$ cat config.mk
export PLATFORM = sky130hd
export DESIGN_NAME = fvdi_front
export DESIGN_NICKNAME = d
export VERILOG_FILES = /design/src/design/fvdi_pkg.sv /design/src/design/fvdi_front.sv
export SDC_FILE = /design/constraint.sdc
export NUM_CORES = 2
export LEC_CHECK = 0
export BUFFER_PORTS_ARGS = -buffer_cell sky130_fd_sc_hd__buf_2
export CAP_MARGIN = 0
export CORE_UTILIZATION = 40
export DETAILED_ROUTE_END_ITERATION = 10
export REMOVE_ABC_BUFFERS = 1
export SLEW_MARGIN = 20
export SYNTH_ARGS = -nofsm -noshare
export SYNTH_HDL_FRONTEND = slang
export SYNTH_SLANG_ARGS = --single-unit
$ cat constraint.sdc
create_clock -name clk -period 5.6 [get_ports clk]
set_input_delay 0 -clock clk [delete_from_list [all_inputs] [get_ports clk]]
set_output_delay 0 -clock clk [all_outputs]
set_load 0.01 [all_outputs]
$ cat src/design/fvdi_pkg.sv
`default_nettype none

package fvdi_pkg;

  // Field widths of the corner and result transactions.
  localparam int SLOT_W   = 17;
  localparam int COUNT_W  = 16;
  localparam int VID_W    = 12;
  localparam int NV_W     = 13;
  localparam int KEY_W    = 3 * SLOT_W;
  localparam int CFG_IDX_W = 2;

  // Vertex ids stop at this count whatever the table size.
  localparam int VID_LIMIT = 4096;

  // References beyond this magnitude are saturated before resolving.
  localparam int REF_LIMIT = 65535;

  localparam int TABLE_ENTRIES_DEFAULT = 4096;
  localparam int QUEUE_DEPTH = 2;

  // Hash of the resolved triple: three products, XOR-ed, then folded.
  localparam int HASH_W = SLOT_W + 32;
  localparam int HASH_FOLD = 29;
  localparam logic [31:0] HASH_MUL_P = 32'h9E37_79B1;
  localparam logic [31:0] HASH_MUL_T = 32'h85EB_CA77;
  localparam logic [31:0] HASH_MUL_N = 32'hC2B2_AE3D;

  // Table entries carry an epoch tag; tag zero marks an empty entry.
  localparam int EPOCH_W = 4;
  localparam logic [EPOCH_W-1:0] EPOCH_FIRST = EPOCH_W'(1);
  localparam logic [EPOCH_W-1:0] EPOCH_MAX = '1;

  typedef enum logic [1:0] {
    ST_FOUND    = 2'd0,
    ST_INSERTED = 2'd1,
    ST_FULL     = 2'd2
  } status_t;

  typedef enum logic [CFG_IDX_W-1:0] {
    REG_POSITION_COUNT = 2'd0,
    REG_TEXCOORD_COUNT = 2'd1,
    REG_NORMAL_COUNT   = 2'd2
  } cfg_reg_t;

  typedef enum logic [1:0] {
    F_IDLE,
    F_MUL,
    F_FOLD,
    F_MOD
  } front_state_t;

  typedef enum logic [2:0] {
    B_SWEEP,
    B_IDLE,
    B_PROBE,
    B_CHECK,
    B_EMIT
  } back_state_t;

  typedef struct packed {
    logic [COUNT_W-1:0] position_count;
    logic [COUNT_W-1:0] texcoord_count;
    logic [COUNT_W-1:0] normal_count;
  } counts_t;

  // One classified corner as it travels from the front to the back.
  typedef struct packed {
    logic              mesh_start;
    logic [SLOT_W-1:0] pos_slot;
    logic [SLOT_W-1:0] tex_slot;
    logic [SLOT_W-1:0] norm_slot;
  } corner_t;

  localparam int CORNER_W = $bits(corner_t);

  // Turns an OBJ reference into a zero-based slot; all-ones means absent.
  function automatic logic [SLOT_W-1:0] resolve_ref(input logic [SLOT_W-1:0] ref_bits,
                                                    input logic [COUNT_W-1:0] count);
    logic signed [31:0] r;
    logic signed [31:0] res;
    r = 32'(signed'(ref_bits));
    if (r > REF_LIMIT) begin
      r = REF_LIMIT;
    end
    if (r < -(REF_LIMIT + 1)) begin
      r = -(REF_LIMIT + 1);
    end
    if (r > 0) begin
      res = r - 32'sd1;
    end else if (r < 0) begin
      res = $signed({{(32 - COUNT_W){1'b0}}, count}) + r;
    end else begin
      res = -32'sd1;
    end
    return res[SLOT_W-1:0];
  endfunction

endpackage

`default_nettype wire

$ cat src/design/fvdi_front.sv
`default_nettype none

module fvdi_front import fvdi_pkg::*; #(
  parameter int TABLE_ENTRIES = TABLE_ENTRIES_DEFAULT
) (
  input  wire logic                              clk,
  input  wire logic                              rst,
  input  wire logic                              in_valid,
  output logic                                   in_stall,
  input  wire logic signed [SLOT_W-1:0]          pos_ref,
  input  wire logic signed [SLOT_W-1:0]          tex_ref,
  input  wire logic signed [SLOT_W-1:0]          norm_ref,
  input  wire logic                              mesh_start,
  input  wire counts_t                           counts,
  output logic                                   q_push,
  output corner_t                                q_item,
  output logic [$clog2(TABLE_ENTRIES)-1:0]       q_home,
  input  wire logic                              q_full
);

  localparam int AW = $clog2(TABLE_ENTRIES);
  localparam bit POW2 = (TABLE_ENTRIES & (TABLE_ENTRIES - 1)) == 0;

  front_state_t      state;
  front_state_t      state_next;
  corner_t           corner;
  logic [HASH_W-1:0] prod_p;
  logic [HASH_W-1:0] prod_t;
  logic [HASH_W-1:0] prod_n;
  logic [HASH_W-1:0] prod_x;
  logic [HASH_W-1:0] fold;
  logic [AW-1:0]     home;
  logic              home_done;

  assign q_item = corner;
  assign q_home = home;

  // The three products are XOR-ed and folded onto themselves.
  assign prod_x = prod_p ^ prod_t ^ prod_n;
  assign fold   = prod_x ^ (prod_x >> HASH_FOLD);

  // State register.
  always_ff @(posedge clk) begin
    if (rst) begin
      state <= F_IDLE;
    end else begin
      state <= state_next;
    end
  end

  // Next state and handshake.
  always_comb begin
    state_next = state;
    in_stall   = 1'b1;
    q_push     = 1'b0;
    unique case (state)
      F_IDLE: begin
        in_stall = 1'b0;
        if (in_valid) begin
          state_next = F_MUL;
        end
      end
      F_MUL: begin
        state_next = F_FOLD;
      end
      F_FOLD: begin
        state_next = F_MOD;
      end
      F_MOD: begin
        if (home_done && !q_full) begin
          q_push     = 1'b1;
          state_next = F_IDLE;
        end
      end
      default: begin
        state_next = F_IDLE;
      end
    endcase
  end

  // Resolve the references as the transaction is taken.
  always_ff @(posedge clk) begin
    if (state == F_IDLE && in_valid) begin
      corner.mesh_start <= mesh_start;
      corner.pos_slot   <= resolve_ref(pos_ref, counts.position_count);
      corner.tex_slot   <= resolve_ref(tex_ref, counts.texcoord_count);
      corner.norm_slot  <= resolve_ref(norm_ref, counts.normal_count);
    end
  end

  // Hash products, one register stage.
  always_ff @(posedge clk) begin
    if (state == F_MUL) begin
      prod_p <= HASH_W'(corner.pos_slot) * HASH_W'(HASH_MUL_P);
      prod_t <= HASH_W'(corner.tex_slot) * HASH_W'(HASH_MUL_T);
      prod_n <= HASH_W'(corner.norm_slot) * HASH_W'(HASH_MUL_N);
    end
  end

  generate
    if (POW2) begin : g_mask
      // A power-of-two table takes the low bits of the folded hash.
      logic [AW-1:0] home_bits;

      always_ff @(posedge clk) begin
        if (state == F_FOLD) begin
          home_bits <= fold[AW-1:0];
        end
      end

      assign home      = home_bits;
      assign home_done = 1'b1;
    end else begin : g_serial
      // Any other size reduces the hash one bit per cycle, most significant first.
      localparam int CW = $clog2(HASH_W + 1);
      localparam logic [AW:0] MODULUS = (AW + 1)'(TABLE_ENTRIES);

      logic [HASH_W-1:0] hash_shift;
      logic [AW-1:0]     rem;
      logic [AW:0]       rem_shift;
      logic [AW:0]       rem_red;
      logic [CW-1:0]     bits_left;

      assign rem_shift = {rem, hash_shift[HASH_W-1]};
      assign rem_red   = (rem_shift >= MODULUS) ? rem_shift - MODULUS : rem_shift;

      always_ff @(posedge clk) begin
        if (state == F_FOLD) begin
          hash_shift <= fold;
          rem        <= '0;
          bits_left  <= CW'(HASH_W);
        end else if (state == F_MOD && bits_left != '0) begin
          hash_shift <= hash_shift << 1;
          rem        <= rem_red[AW-1:0];
          bits_left  <= bits_left - 1'b1;
        end
      end

      assign home      = rem;
      assign home_done = (bits_left == '0);
    end
  endgenerate

endmodule

`default_nettype wire

==> metrics.yaml <==
global_routing:
  grt_pass1_vias: 24240
  grt_pass1_wl_mm: 130.7
  grt_max_degree: 73
  grt.overflow.total: 0
  grt_use_total_pct: 22.07
  antenna_found_initial: 1
worst_setup_path:
  r2r_cells: 20
  path_class: "flop to flop"
  r2r_slack_ns: -0.35
  r2r-start: "q_item[7]"
  cp_max_fo: 2
  cp-endpoint: "prod_n[40]"
  worst_ep_required_time_ns: 5.80
  startpoint_type: "flop"
  crit_path_end_kind: "flop"
  crit_start: "q_item[7]"
  worstPathArrival_ns: 6.15
  r2r-end: "prod_n[40]"
place:
  hpwl_mm: 73.63
  numPortBuffers: 169
  gp_congestion: 0.9792
yosys:
  yosysTopAreaCell: "fa_1"
  ys.flop_type: "edfxtp_1"
  synth-edff-count: 136
  yosys_register_bits: 138
  post-synth-top-area-fraction_pct: 36.65
  synth.distinct_cells: 66
  syn_avg_cell_area_um2: 10.17
  seq_area_frac_synth_pct: 13.34
  synthTopCellsByArea: "fa_1, ha_1, edfxtp_1"
  ys_async_sr_fraction_pct: 0
  netlist_area_um2: 30920
  synth_cells: 3041
  yosysMostFrequentCell: "inv_1"
  synthTopCellsByCount: "inv_1, fa_1, ha_1"
  yosys_warnings: 0
floorplan:
  placeableCoreArea_um2: 76200
  dieArea_um2: 78410
  ioPinCount: 170
  rows: 101
  die_w_um: 280.0
  start_util_pct: 40.58
  die_y_um: 280.0
detailed_routing:
  num_vias: 22430
  drt-total-wl_mm: 83.33
  wl_per_cell_um: 17.74
  drc: 0
  dr.pass1.iters: 5
  drt-initial-drc-count: 1212
  ant_nets: 0
  vias_per_cell: 4.776
final_layout:
  nets: 4816
  drive_gt1_share_pct: 24.17
  fill_cells: 6970
  fin_util_pct: 50.49
  multiInputGateArea_um2: 24330
  syn_to_final_growth_pct: 24.42
  ff_latch_area_um2: 4124
clock_network:
  clock_sinks: 138
  htree_levels: 4
  insertion_delay_ns: 0.48
  cts_tree: "built"
  clkTransAtPathRegs_ns: 0.07
  cts-root-buf: "clkbuf_16"
  cts_buffer_depth: 2
  numCtsBuffers: 17
sta:
  hold_viol: 0
  slew_viol_final: 0
  slew_headroom_pct: 33.71
  rsz0062_at_grt: "yes"
  period_minus_slack_ns: 5.952
  fin_skew_ns: 0.01492
  max_freq_mhz: 168.0
  tightest_slew_ns: 0.9944
  setup_ws_ns: -0.3516
  finalCritPeriodShare_pct: 106.3
  setup_viol: 25
min_path:
  hp-class: "primary input to flop"
  min_from: "counts[31]"
run:
  drv_cap: 0
run_status:
  violations: "setup timing"
  run_status: "finished, violations left"
[cell usage in the layout (no fill, tap or decap), drive strengths merged, types with 9 or more instances in the layout]
cell           n
nor4          11
nand4          9
nor2b         17
or3           15
ha           493
buf          622
nor2          90
edfxtp       136
and3          11
o21bai        13
nand3         29
o21a          19
fa           566
dlygate4sd3   30
a21o          49
xnor2        126
nor3          33
xor2          53
a21oi        111
nand2         58
and2           9
o21ai         85
inv          915
clkbuf        17
a211oi        20
nand2b        12
[stage by stage]
stage / setup TNS [ns] / instances / setup WS [ns] / area, um2 / hold slack (ns)
5_1_grt: -10.14 / 4696 / -0.5608 / 38470 / 0.03713
6_report: -4.131 / 4697 / -0.3516 / 38470 / 0.02314
4_1_cts: -4.185 / 4674 / -0.3708 / 37700 / 0.005480
3_5_place_dp: -10.28 / 4589 / -0.5133 / 35940 / 0.1832
2_1_floorplan: -3.018 / 2982 / -0.4621 / 30690 / 0.04641
3_3_place_gp: -8.162 / 4589 / -0.4577 / 35940 / 0.1765
[timing repair]
| action | CTS | global route |
|---|---|---|
| pin swaps | 102 | 81 |
| hold buffers | 30 | 0 |
| setup endpoints to repair | 34 | 35 |
| setup buffers | 26 | 27 |
| gates resized for setup | 168 | 134 |
| endpoints found under the hold margin | 26 | 0 |
[sequential cells by signal (all words and copies together), names as in the netlist]
signal / count
prod_p: 24
prod_t: 24
prod_n: 24
state: 2
q_home: 12
q_item: 52
[cells by family after synthesis]
logic type,share of synthesized area (%)
AOI/OAI and AO/OA,7.600
buffers and inverters,11.78
xor gates and xnor gates,5.095
and+or+nand+nor,5.402
adders and majority gates,56.60
muxes,0.1942
DFF,13.34
[cell type report]
cell class                      instances  share of cell area, %
Inverter                              908                  8.876
Tap cell                             1030                  3.350
Timing Repair Buffer                  652                  12.30
Antenna cell                            1               0.006505
Sequential cell                       138                  10.72
Multi-Input combinational cell       1936                  63.24
Clock inverter                         15                 0.4065
Clock buffer                           17                  1.106
[critical path, cell delays in order, from the launching register on]
cell      delay [ns]
edfxtp_1        0.42
fa_1            0.59
inv_2           0.05
fa_1            0.51
inv_2           0.04
fa_1            0.49
inv_1           0.05
fa_1            0.51
fa_2            0.45
fa_1            0.50
inv_2           0.05
ha_4            0.25
and4_1          0.19
and4_1          0.20
nand4_1         0.14
o221ai_4        0.23
a221oi_2        0.10
a2111o_1        0.41
a31o_2          0.22
mux2i_1         0.16
o311ai_1        0.12
[how the worst min path moves through the flow]
stage | endpoint | slack [ns] | depth (start not counted)
after detailed placement | state[1] | 0.18 | 2
final | q_item[33] | 0.02 | 3
after floorplan | q_push | 0.05 | 1
after CTS | state[0] | 0.005 | 3
after global routing | q_item[33] | 0.04 | 3
after global placement | q_item[51] | 0.18 | 1
[metal layers]
metal,vias to the layer above,share of wire (%),GRT usage [%]
met5,-,0,0
li1,10720,-,-
met3,112,4.2,2.823
met2,481,49,38.07
met4,0,2.7,6.529
met1,11120,44,28.85
Power is left out: the tool's default activity adds up to more than one toggle a clock period on the data nets, which glitch-free logic cannot reach.
