`config.mk`:
```
export PLATFORM = sky130hd
export DESIGN_NAME = fvdi_queue
export DESIGN_NICKNAME = d
export VERILOG_FILES = /design/src/design/fvdi_pkg.sv /design/src/design/fvdi_queue.sv
export SDC_FILE = /design/constraint.sdc
export NUM_CORES = 1
export LEC_CHECK = 0
export BUFFER_PORTS_ARGS = -buffer_cell sky130_fd_sc_hd__buf_2
export CAP_MARGIN = 5
export CORE_MARGIN = 2
export CORE_UTILIZATION = 55
export DETAILED_ROUTE_END_ITERATION = 16
export GPL_TIMING_DRIVEN = 0
export PLACE_DENSITY = 0.81
export SKIP_CTS_REPAIR_TIMING = 1
export SLEW_MARGIN = 20
export SYNTH_ARGS = -nofsm -noshare
export SYNTH_HDL_FRONTEND = slang
export SYNTH_SLANG_ARGS = --single-unit
```
`constraint.sdc`:
```
create_clock -name clk -period 6.65 [get_ports clk]
set_clock_uncertainty 0.1 [all_clocks]
set_input_delay 1.33 -clock clk [delete_from_list [all_inputs] [get_ports clk]]
set_output_delay 1.33 -clock clk [all_outputs]
set_load 0.02 [all_outputs]
```
`src/design/fvdi_pkg.sv`:
```
`default_nettype none

package fvdi_pkg;

  // Field widths of the corner and result transactions.
  localparam int SLOT_W   = 17;
  localparam int COUNT_W  = 16;
  localparam int VID_W    = 12;
  localparam int NV_W     = 13;
  localparam int KEY_W    = 3 * SLOT_W;
  localparam int CFG_IDX_W = 2;

  // Vertex ids stop at this count whatever the table size.
  localparam int VID_LIMIT = 4096;

  // References beyond this magnitude are saturated before resolving.
  localparam int REF_LIMIT = 65535;

  localparam int TABLE_ENTRIES_DEFAULT = 4096;
  localparam int QUEUE_DEPTH = 2;

  // Hash of the resolved triple: three products, XOR-ed, then folded.
  localparam int HASH_W = SLOT_W + 32;
  localparam int HASH_FOLD = 29;
  localparam logic [31:0] HASH_MUL_P = 32'h9E37_79B1;
  localparam logic [31:0] HASH_MUL_T = 32'h85EB_CA77;
  localparam logic [31:0] HASH_MUL_N = 32'hC2B2_AE3D;

  // Table entries carry an epoch tag; tag zero marks an empty entry.
  localparam int EPOCH_W = 4;
  localparam logic [EPOCH_W-1:0] EPOCH_FIRST = EPOCH_W'(1);
  localparam logic [EPOCH_W-1:0] EPOCH_MAX = '1;

  typedef enum logic [1:0] {
    ST_FOUND    = 2'd0,
    ST_INSERTED = 2'd1,
    ST_FULL     = 2'd2
  } status_t;

  typedef enum logic [CFG_IDX_W-1:0] {
    REG_POSITION_COUNT = 2'd0,
    REG_TEXCOORD_COUNT = 2'd1,
    REG_NORMAL_COUNT   = 2'd2
  } cfg_reg_t;

  typedef enum logic [1:0] {
    F_IDLE,
    F_MUL,
    F_FOLD,
    F_MOD
  } front_state_t;

  typedef enum logic [2:0] {
    B_SWEEP,
    B_IDLE,
    B_PROBE,
    B_CHECK,
    B_EMIT
  } back_state_t;

  typedef struct packed {
    logic [COUNT_W-1:0] position_count;
    logic [COUNT_W-1:0] texcoord_count;
    logic [COUNT_W-1:0] normal_count;
  } counts_t;

  // One classified corner as it travels from the front to the back.
  typedef struct packed {
    logic              mesh_start;
    logic [SLOT_W-1:0] pos_slot;
    logic [SLOT_W-1:0] tex_slot;
    logic [SLOT_W-1:0] norm_slot;
  } corner_t;

  localparam int CORNER_W = $bits(corner_t);

  // Turns an OBJ reference into a zero-based slot; all-ones means absent.
  function automatic logic [SLOT_W-1:0] resolve_ref(input logic [SLOT_W-1:0] ref_bits,
                                                    input logic [COUNT_W-1:0] count);
    logic signed [31:0] r;
    logic signed [31:0] res;
    r = 32'(signed'(ref_bits));
    if (r > REF_LIMIT) begin
      r = REF_LIMIT;
    end
    if (r < -(REF_LIMIT + 1)) begin
      r = -(REF_LIMIT + 1);
    end
    if (r > 0) begin
      res = r - 32'sd1;
    end else if (r < 0) begin
      res = $signed({{(32 - COUNT_W){1'b0}}, count}) + r;
    end else begin
      res = -32'sd1;
    end
    return res[SLOT_W-1:0];
  endfunction

endpackage

`default_nettype wire

```
`src/design/fvdi_queue.sv`:
```
`default_nettype none

module fvdi_queue import fvdi_pkg::*; #(
  parameter int WIDTH = CORNER_W,
  parameter int DEPTH = QUEUE_DEPTH
) (
  input  wire logic             clk,
  input  wire logic             rst,
  input  wire logic             push,
  input  wire logic [WIDTH-1:0] push_data,
  output logic                  full,
  input  wire logic             pop,
  output logic [WIDTH-1:0]      pop_data,
  output logic                  empty
);

  localparam int PW = (DEPTH > 1) ? $clog2(DEPTH) : 1;
  localparam int CW = $clog2(DEPTH + 1);
  localparam logic [PW-1:0] LAST_PTR = PW'(DEPTH - 1);

  logic [WIDTH-1:0] entries [DEPTH];
  logic [PW-1:0]    wr_ptr;
  logic [PW-1:0]    rd_ptr;
  logic [CW-1:0]    fill;
  logic             do_push;
  logic             do_pop;

  assign full     = (fill == CW'(DEPTH));
  assign empty    = (fill == '0);
  assign do_push  = push && !full;
  assign do_pop   = pop && !empty;
  assign pop_data = entries[rd_ptr];

  // Pointers and fill level.
  always_ff @(posedge clk) begin
    if (rst) begin
      wr_ptr <= '0;
      rd_ptr <= '0;
      fill   <= '0;
    end else begin
      if (do_push) begin
        wr_ptr <= (wr_ptr == LAST_PTR) ? '0 : wr_ptr + 1'b1;
      end
      if (do_pop) begin
        rd_ptr <= (rd_ptr == LAST_PTR) ? '0 : rd_ptr + 1'b1;
      end
      if (do_push && !do_pop) begin
        fill <= fill + 1'b1;
      end else if (do_pop && !do_push) begin
        fill <= fill - 1'b1;
      end
    end
  end

  // Entry storage.
  always_ff @(posedge clk) begin
    if (do_push) begin
      entries[wr_ptr] <= push_data;
    end
  end

endmodule

`default_nettype wire

```
==> impl_results.md, run 1 <==
- PD cells: 377 nW/um^2
- Final WL: 6.43 mm
- WHS: 0.431 ns
- CTS root buffer: clkbuf_8
- Max-Cap Viols: 0
- Fin crit period: 3.09 ns
- Full die area: 7890 um^2
- GPL Wtd Cong: 0.679
- All-Layer GR Usage: 17.0%
- Largest net degree at the start of global routing: 53
- Startpoint types: flip-flop
- Congestion Overflow GR: 0
- Hold Vio Cnt, Final: 0
- Die Span X: 88.8 um
- Core area: 6870 um^2
- CP Max Fanout: 10
- Vias in the first global route: 2114
- Top-area cell type share of the netlist area: 78.9%
- Vias/cell: 5.07
- Share of cells above drive strength 1: 59.0%
- Remaining antenna violation count: 0
- Num CTS Buffers: 9
- Achievable Freq: 0.324 GHz
- Most frequent CP cell: buf_2
- Critical path's slowest cell: mux2_2
- Clk_lat worst skew: 0.36 ns
- Final period utilization: 46.4%
- DP HPWL: 4.17 mm
- Slew Limit Fails: 0
- Post-route DRC: 0
- Reg clk slew, reported paths: 0.09 ns
- CTS tree: built
- Status: finished, final reports clean
- Row count: 30
- Area contributors post-synth: edfxtp_1 79%, mux2_2 15%, dfxtp_1 2.5%
- Via Count: 2068
- Pre-antenna DRT Iters: 4
- Leakage: 1.80 nW
- YS warnings: 0
- CP peak stage delay: 0.38 ns
- Drt initial violations: 84
- Least-Margin Pin Slew: 0.718 ns
- Average wire per standard cell: 15.7 um
- I/O pins: 110
- Die Y: 88.8 um
- CP Cell Sequence: buf_2 > buf_2 > mux2_2 > buf_2
- Netlist cell types: 13
- RSZ-0062 raised after global routing: false
- Setup violators final: 0
- Hold Crit Class: reg -> reg
- Relative slew slack: 52.1%
- Layout Nets: 364
- Initial antenna violation count: 0
- Crit path DAT: 1.66 ns
- Setup TNS: 0 ns
- Syn_nets: 244
- CTS HTree Levels: 3
- Seq/Total Area, Yosys: 81.5%
- TritonCTS Sinks: 109
- Ant. Diodes: 0
- Gate Count Post-Synth: 187
- First-pass GRT wire length: 9.64 mm
- Port Buf Inserts: 109
- Synth Register Bits: 109
- Cell area after synthesis: 3960 um^2
- Min-delay src: wr_ptr$_SDFFE_PP0P_
- Crit end category: primary output
- Area leader, netlist: edfxtp_1
- Avg Cell Area, Syn: 21.2 um^2
- Reg2reg start: fill[1]$_SDFFE_PP0P_
- WS Path Type: reg -> out
- Starting Density: 57.6%
- Critical Path RT: 5.22 ns
- Clk buf depth: 2
- Maximum vdd drop: 0.000226 V
- Area growth syn-to-layout: 21.8%
==> cells by family (layout without fill, tap and decap cells) <==
group / after synthesis / count (layout) / share of synthesized area (%)
buf+inv: 8 / 133 / 0.949
xor+xnor: 3 / 3 / 0.664
simple gates: 9 / 9 / 1.17
mux: 52 / 52 / 14.8
fa+ha+maj: 1 / 1 / 0.316
flops: 109 / 109 / 81.5
compound gates: 5 / 5 / 0.632
==> final timing paths <==
kind | slack, ns | cells past startpoint | endpoint
max | 3.56 | 4 | pop_data[39]
min reg2reg | 0.43 | 2 | wr_ptr$_SDFFE_PP0P_
min | 0.43 | 2 | wr_ptr$_SDFFE_PP0P_
max reg2reg | 4.73 | 3 | entries[0][41]$_DFFE_PP_
==> cells in the final DEF (no fill, tap or decap), drive strengths merged <==
| cell | synthesis | layout |
|---|---|---|
| clkbuf | 0 | 10 |
| and2 | 1 | 1 |
| or3 | 2 | 2 |
| mux2 | 52 | 52 |
| a21oi | 2 | 2 |
| clkinv | 0 | 1 |
| o21ai | 3 | 3 |
| dfxtp | 5 | 5 |
| nor2 | 5 | 5 |
| bufinv | 0 | 1 |
| inv | 2 | 2 |
| xor2 | 3 | 3 |
| edfxtp | 104 | 104 |
| ha | 1 | 1 |
| buf | 6 | 115 |
| clkinvlp | 0 | 4 |
| nor2b | 1 | 1 |
==> worst max-delay path: cells and delay by family, from the launching register on <==
kind	cells	cell delay [ns]
buf+inv	3	0.61
mux	1	0.38
flops	1	0.31
==> state kept, by name (all words and copies together) (netlist names), named ones only <==
| register | count |
|---|---|
| entries | 104 |
| fill | 2 |
| rd_ptr | 1 |
| wr_ptr | 1 |
==> metal layers <==
| layer | GRT usage [%] | wire length (um) |
|---|---|---|
| met5 | 0 | 0 |
| met4 | 8.54 | 123 |
| met3 | 5.32 | 484 |
| met1 | 18.7 | 2470 |
| met2 | 29.8 | 3350 |
==> cell usage after synthesis <==
cell / instances
inv_1: 2
edfxtp_1: 104
and2_1: 1
nor2_1: 5
buf_2: 6
ha_1: 1
dfxtp_1: 5
a21oi_1: 2
o21ai_0: 3
or3_1: 2
mux2_2: 52
nor2b_2: 1
xor2_1: 3
==> final cells by class <==
| type | count | area [um^2] |
|---|---|---|
| Inverter | 2 | 10.0 |
| Clock buffer | 10 | 128 |
| Tap cell | 96 | 120 |
| Buffer | 6 | 30.0 |
| Multi-Input combinational cell | 70 | 698 |
| Timing Repair Buffer | 109 | 546 |
| Clock inverter | 6 | 63.8 |
| Fill cell | 482 | 2050 |
| Sequential cell | 109 | 3220 |
==> where the power goes <==
group	internal (W)	total, W	switching, W
combinational	0.000216	0.000542	0.000326
clock	0.000173	0.000385	0.000212
sequential	0.000863	0.000888	0.0000249
total	0.00125	0.00181	0.000563
==> per-stage QoR <==
step / utilization (%) / std cells / area, um^2 / total power, W / setup WS, ns
2_1_floorplan: - / 187 / 3960 / 0.00128 / 3.38
3_3_place_gp: 67.3 / 392 / 4620 / 0.00144 / 2.63
3_5_place_dp: 67.4 / 392 / 4630 / 0.00145 / 3.74
4_1_cts: 70.1 / 408 / 4820 / 0.00184 / 3.53
5_1_grt: 70.1 / 408 / 4820 / 0.00190 / 3.47
6_report: 70.1 / 408 / 4820 / 0.00181 / 3.56
Power figures use the tool's default switching activity.
==> inputs of run 2 (changes only) <==
- ABC_AREA: default -> 1
- CORE_UTILIZATION: 55 -> 52
- PLACE_DENSITY: 0.81 -> 0.77
- clock period: 6.65 -> 2.9 ns (I/O delays scaled with it)
==> run 2 against run 1 <==
Against the previous run: non-clock buffer count up 4; hold slack worse by 0.12 ns; global-route usage down 2.1 points; combinational power rose to 2.6 times the previous value; critical path depth is the same; power increased by 140%; via count up 1.0%; clock power up 120%; utilization is 5.6 points lower; sequential share of layout area down 5.2 points; critical path type unchanged; critical endpoint is now pop_data[33].
==> impl_results.md, run 2 <==
- All-Layer GR Usage: 14.9% (-2.1 points)
- Fin crit period: 2.17 ns
- Hold Vio Cnt, Final: 0 (unchanged)
- Achievable Freq: 0.461 GHz
- Relative slew slack: 68.0% (+16 points)
- Post-synth top flop: edfxtp_1
- Power, Total: 0.00434 W (+140%)
- Leakage: 2.07 nW (+15%)
- Num CTS Buffers: 9 (unchanged)
- Pre-antenna DRT Iters: 4 (unchanged)
- CTS root buffer: clkbuf_8
- CP Max Fanout: 10 (unchanged)
- Biggest regs: entries x104, fill x2
- Average wire per standard cell: 15.0 um (-4.6%)
- Area growth syn-to-layout: 22.7%
- Hold Crit Class: in -> reg
- Die Y: 94.5 um (+6.4%)
- Port Buf Inserts: 109 (unchanged)
- Row count: 33 (+10%)
- Area fraction in compound gates after synthesis: 0.882% (+0.25 points)
- Layout Nets: 380 (+4.4%)
- Fin util: 64.6% (-5.6 points)
- Setup violators final: 0 (unchanged)
- Syn_nets: 256 (+4.9%)
- Vias in the first global route: 2022 (-4.4%)
- Largest net degree at the start of global routing: 25 (-53%)
- Synth Register Bits: 109 (unchanged)
- Top-area cell type share of the netlist area: 73.3% (-5.6 points)
- PD cells: 830 nW/um^2 (+120%)
- I/O pins: 110 (unchanged)
- Least-Margin Pin Slew: 0.480 ns (-0.238 ns)
- Asr flop ratio synth: 0% (unchanged)
- Most frequent cells after synthesis: 104 x edfxtp_1, 50 x mux2_4, 9 x nor2_1, 8 x inv_1
- Clk_lat worst skew: 0.35 ns (about the same)
- Crit end category: primary output
- EDFF count, synth: 104 (unchanged)
- Maximum vdd drop: 0.000499 V (+120%)
- Largest register FFs: 104 (unchanged)
- Die Span X: 94.5 um (+6.4%)
- DP Worst Slack: 1.02 ns (-2.72 ns)
- GPL Wtd Cong: 0.660 (-2.8%)
- Most frequent cells in the layout: 109 x buf_2, 104 x edfxtp_1, 50 x mux2_4
- Final period utilization: 74.8%
- Drt initial violations: 61 (-27%)
- WHS: 0.309 ns (-0.122 ns)
- Final WL: 6.49 mm (+1.0%)
- Startpoint types: flip-flop
- Post-Synth Simple-Gate Area: 1.56% (+0.39 points)
- Largest Register: entries
- XOR/XNOR share of the synthesized area: 0% (-0.66 points)
- Starting Density: 52.6% (-5.0 points)
- YS warnings: 0 (unchanged)
- Initial antenna violation count: 0 (unchanged)
- Remaining antenna violation count: 0 (unchanged)
- Commonest non-fill, non-tap cell in the layout: buf_2
- WS Path Type: reg -> out
- Area contributors post-synth: edfxtp_1 73%, mux2_4 18%, buf_12 2.4%
- Netlist cell types: 17 (+4)
- RSZ-0062 raised after global routing: false
- Max-Cap Viols: 0 (unchanged)
- Crit path DAT: 1.49 ns (-0.17 ns)
- Multiplexer share of the synthesized area: 18.2% (+3.4 points)
- Full die area: 8930 um^2 (+13%)
- Clk buf depth: 2 (unchanged)
- Status: finished, final reports clean
- Largest family of logic cells by synthesized area: multiplexers
- Slew Limit Fails: 0 (unchanged)
- TritonCTS Sinks: 109 (unchanged)
- Area leader, netlist: edfxtp_1
- DP HPWL: 4.60 mm (+10%)
- Share of cells above drive strength 1: 57.5% (-1.5 points)
- Most numerous cell in the Yosys netlist: edfxtp_1
- Ant. Diodes: 0 (unchanged)
- Reg clk slew, reported paths: 0.10 ns (about the same)
- CTS HTree Levels: 3 (unchanged)
- Post-route DRC: 0 (unchanged)
- Avg Cell Area, Syn: 21.4 um^2 (+1.1%)
- Worst setup margin: 0.730 ns (-2.83 ns)
- Via Count: 2089 (+1.0%)
- Vias/cell: 4.84 (-4.6%)
- Core area: 8090 um^2 (+18%)
- CTS tree: built
- Cell area after synthesis: 4260 um^2 (+7.6%)
- Critical Path RT: 2.22 ns (-3.00 ns)
- First-pass GRT wire length: 9.70 mm (+0.64%)
- Seq/Total Area, Yosys: 75.7% (-5.8 points)
- Area share of fa/ha/maj cells after synthesis: 0.294% (-0.022 points)
- Gate Count Post-Synth: 199 (+6.4%)
- Congestion Overflow GR: 0 (unchanged)
[run 2: changes by cell type after synthesis, sizes merged]
cell,delta
or3,-2
inv,+7
xor2,-3
o21ai,+2
nand3,+1
nand2,+4
nand4,+1
a21oi,-1
nor2b,-1
nor2,+4
[run 2: per-stage QoR]
stage,setup TNS [ns],std cells,instance area [um^2]
floorplan,-51.14,199,4260
global placement,-182.86,413,4930
detailed placement,0,417,5040
CTS,0,432,5230
global route,0,432,5230
finish,0,432,5230
[run 2: worst paths after layout]
path / start / to / slack [ns] / cells past startpoint
setup / recovery: flip-flop / pop_data[33] / 0.73 / 4
hold / removal: push_data[12] / entries[1][12]$_DFFE_PP_ / 0.31 / 1
setup reg to reg: fill[1]$_SDFFE_PP0P_ / fill[1]$_SDFFE_PP0P_ / 1.15 / 9
hold reg to reg: wr_ptr$_SDFFE_PP0P_ / wr_ptr$_SDFFE_PP0P_ / 0.45 / 2
[run 2: critical path, cell delays in order (launching register included)]
cell     delay (ns)
dfxtp_1        0.33
buf_6          0.17
buf_12         0.16
mux2_4         0.30
buf_2          0.17
[run 2: area by class of cell]
type	count	area, um^2
flip-flops and latches	109	3220
plain buffers	6	111
repair buffers	113	641
inverters	9	33.8
well taps	105	131
clock inverters	4	50.0
fillers	620	2870
clock buffers	11	131
multi-input cells	75	905
[run 2: cell families (layout without fill, tap and decap cells)]
kind of cell,Yosys count,after routing
DFF,109,109
and+or+nand+nor,16,16
muxes,52,52
AOI/OAI and AO/OA,6,6
adders and majority gates,1,1
buffers and inverters,15,143
[run 2: power by group]
group | internal, W | switching (W)
sequential | 0.00199 | 0.0000707
clock | 0.000395 | 0.000462
combinational | 0.000673 | 0.000750
total | 0.00305 | 0.00128
[run 2: routing by layer]
layer  wire, um  vias to the layer above  global-route usage [%]
li1           -                     1012                       -
met1       2600                      997                    17.6
met2       3330                       70                    25.7
met3        445                       10                    3.75
met4        118                        0                    6.88
met5          0                        -                       0
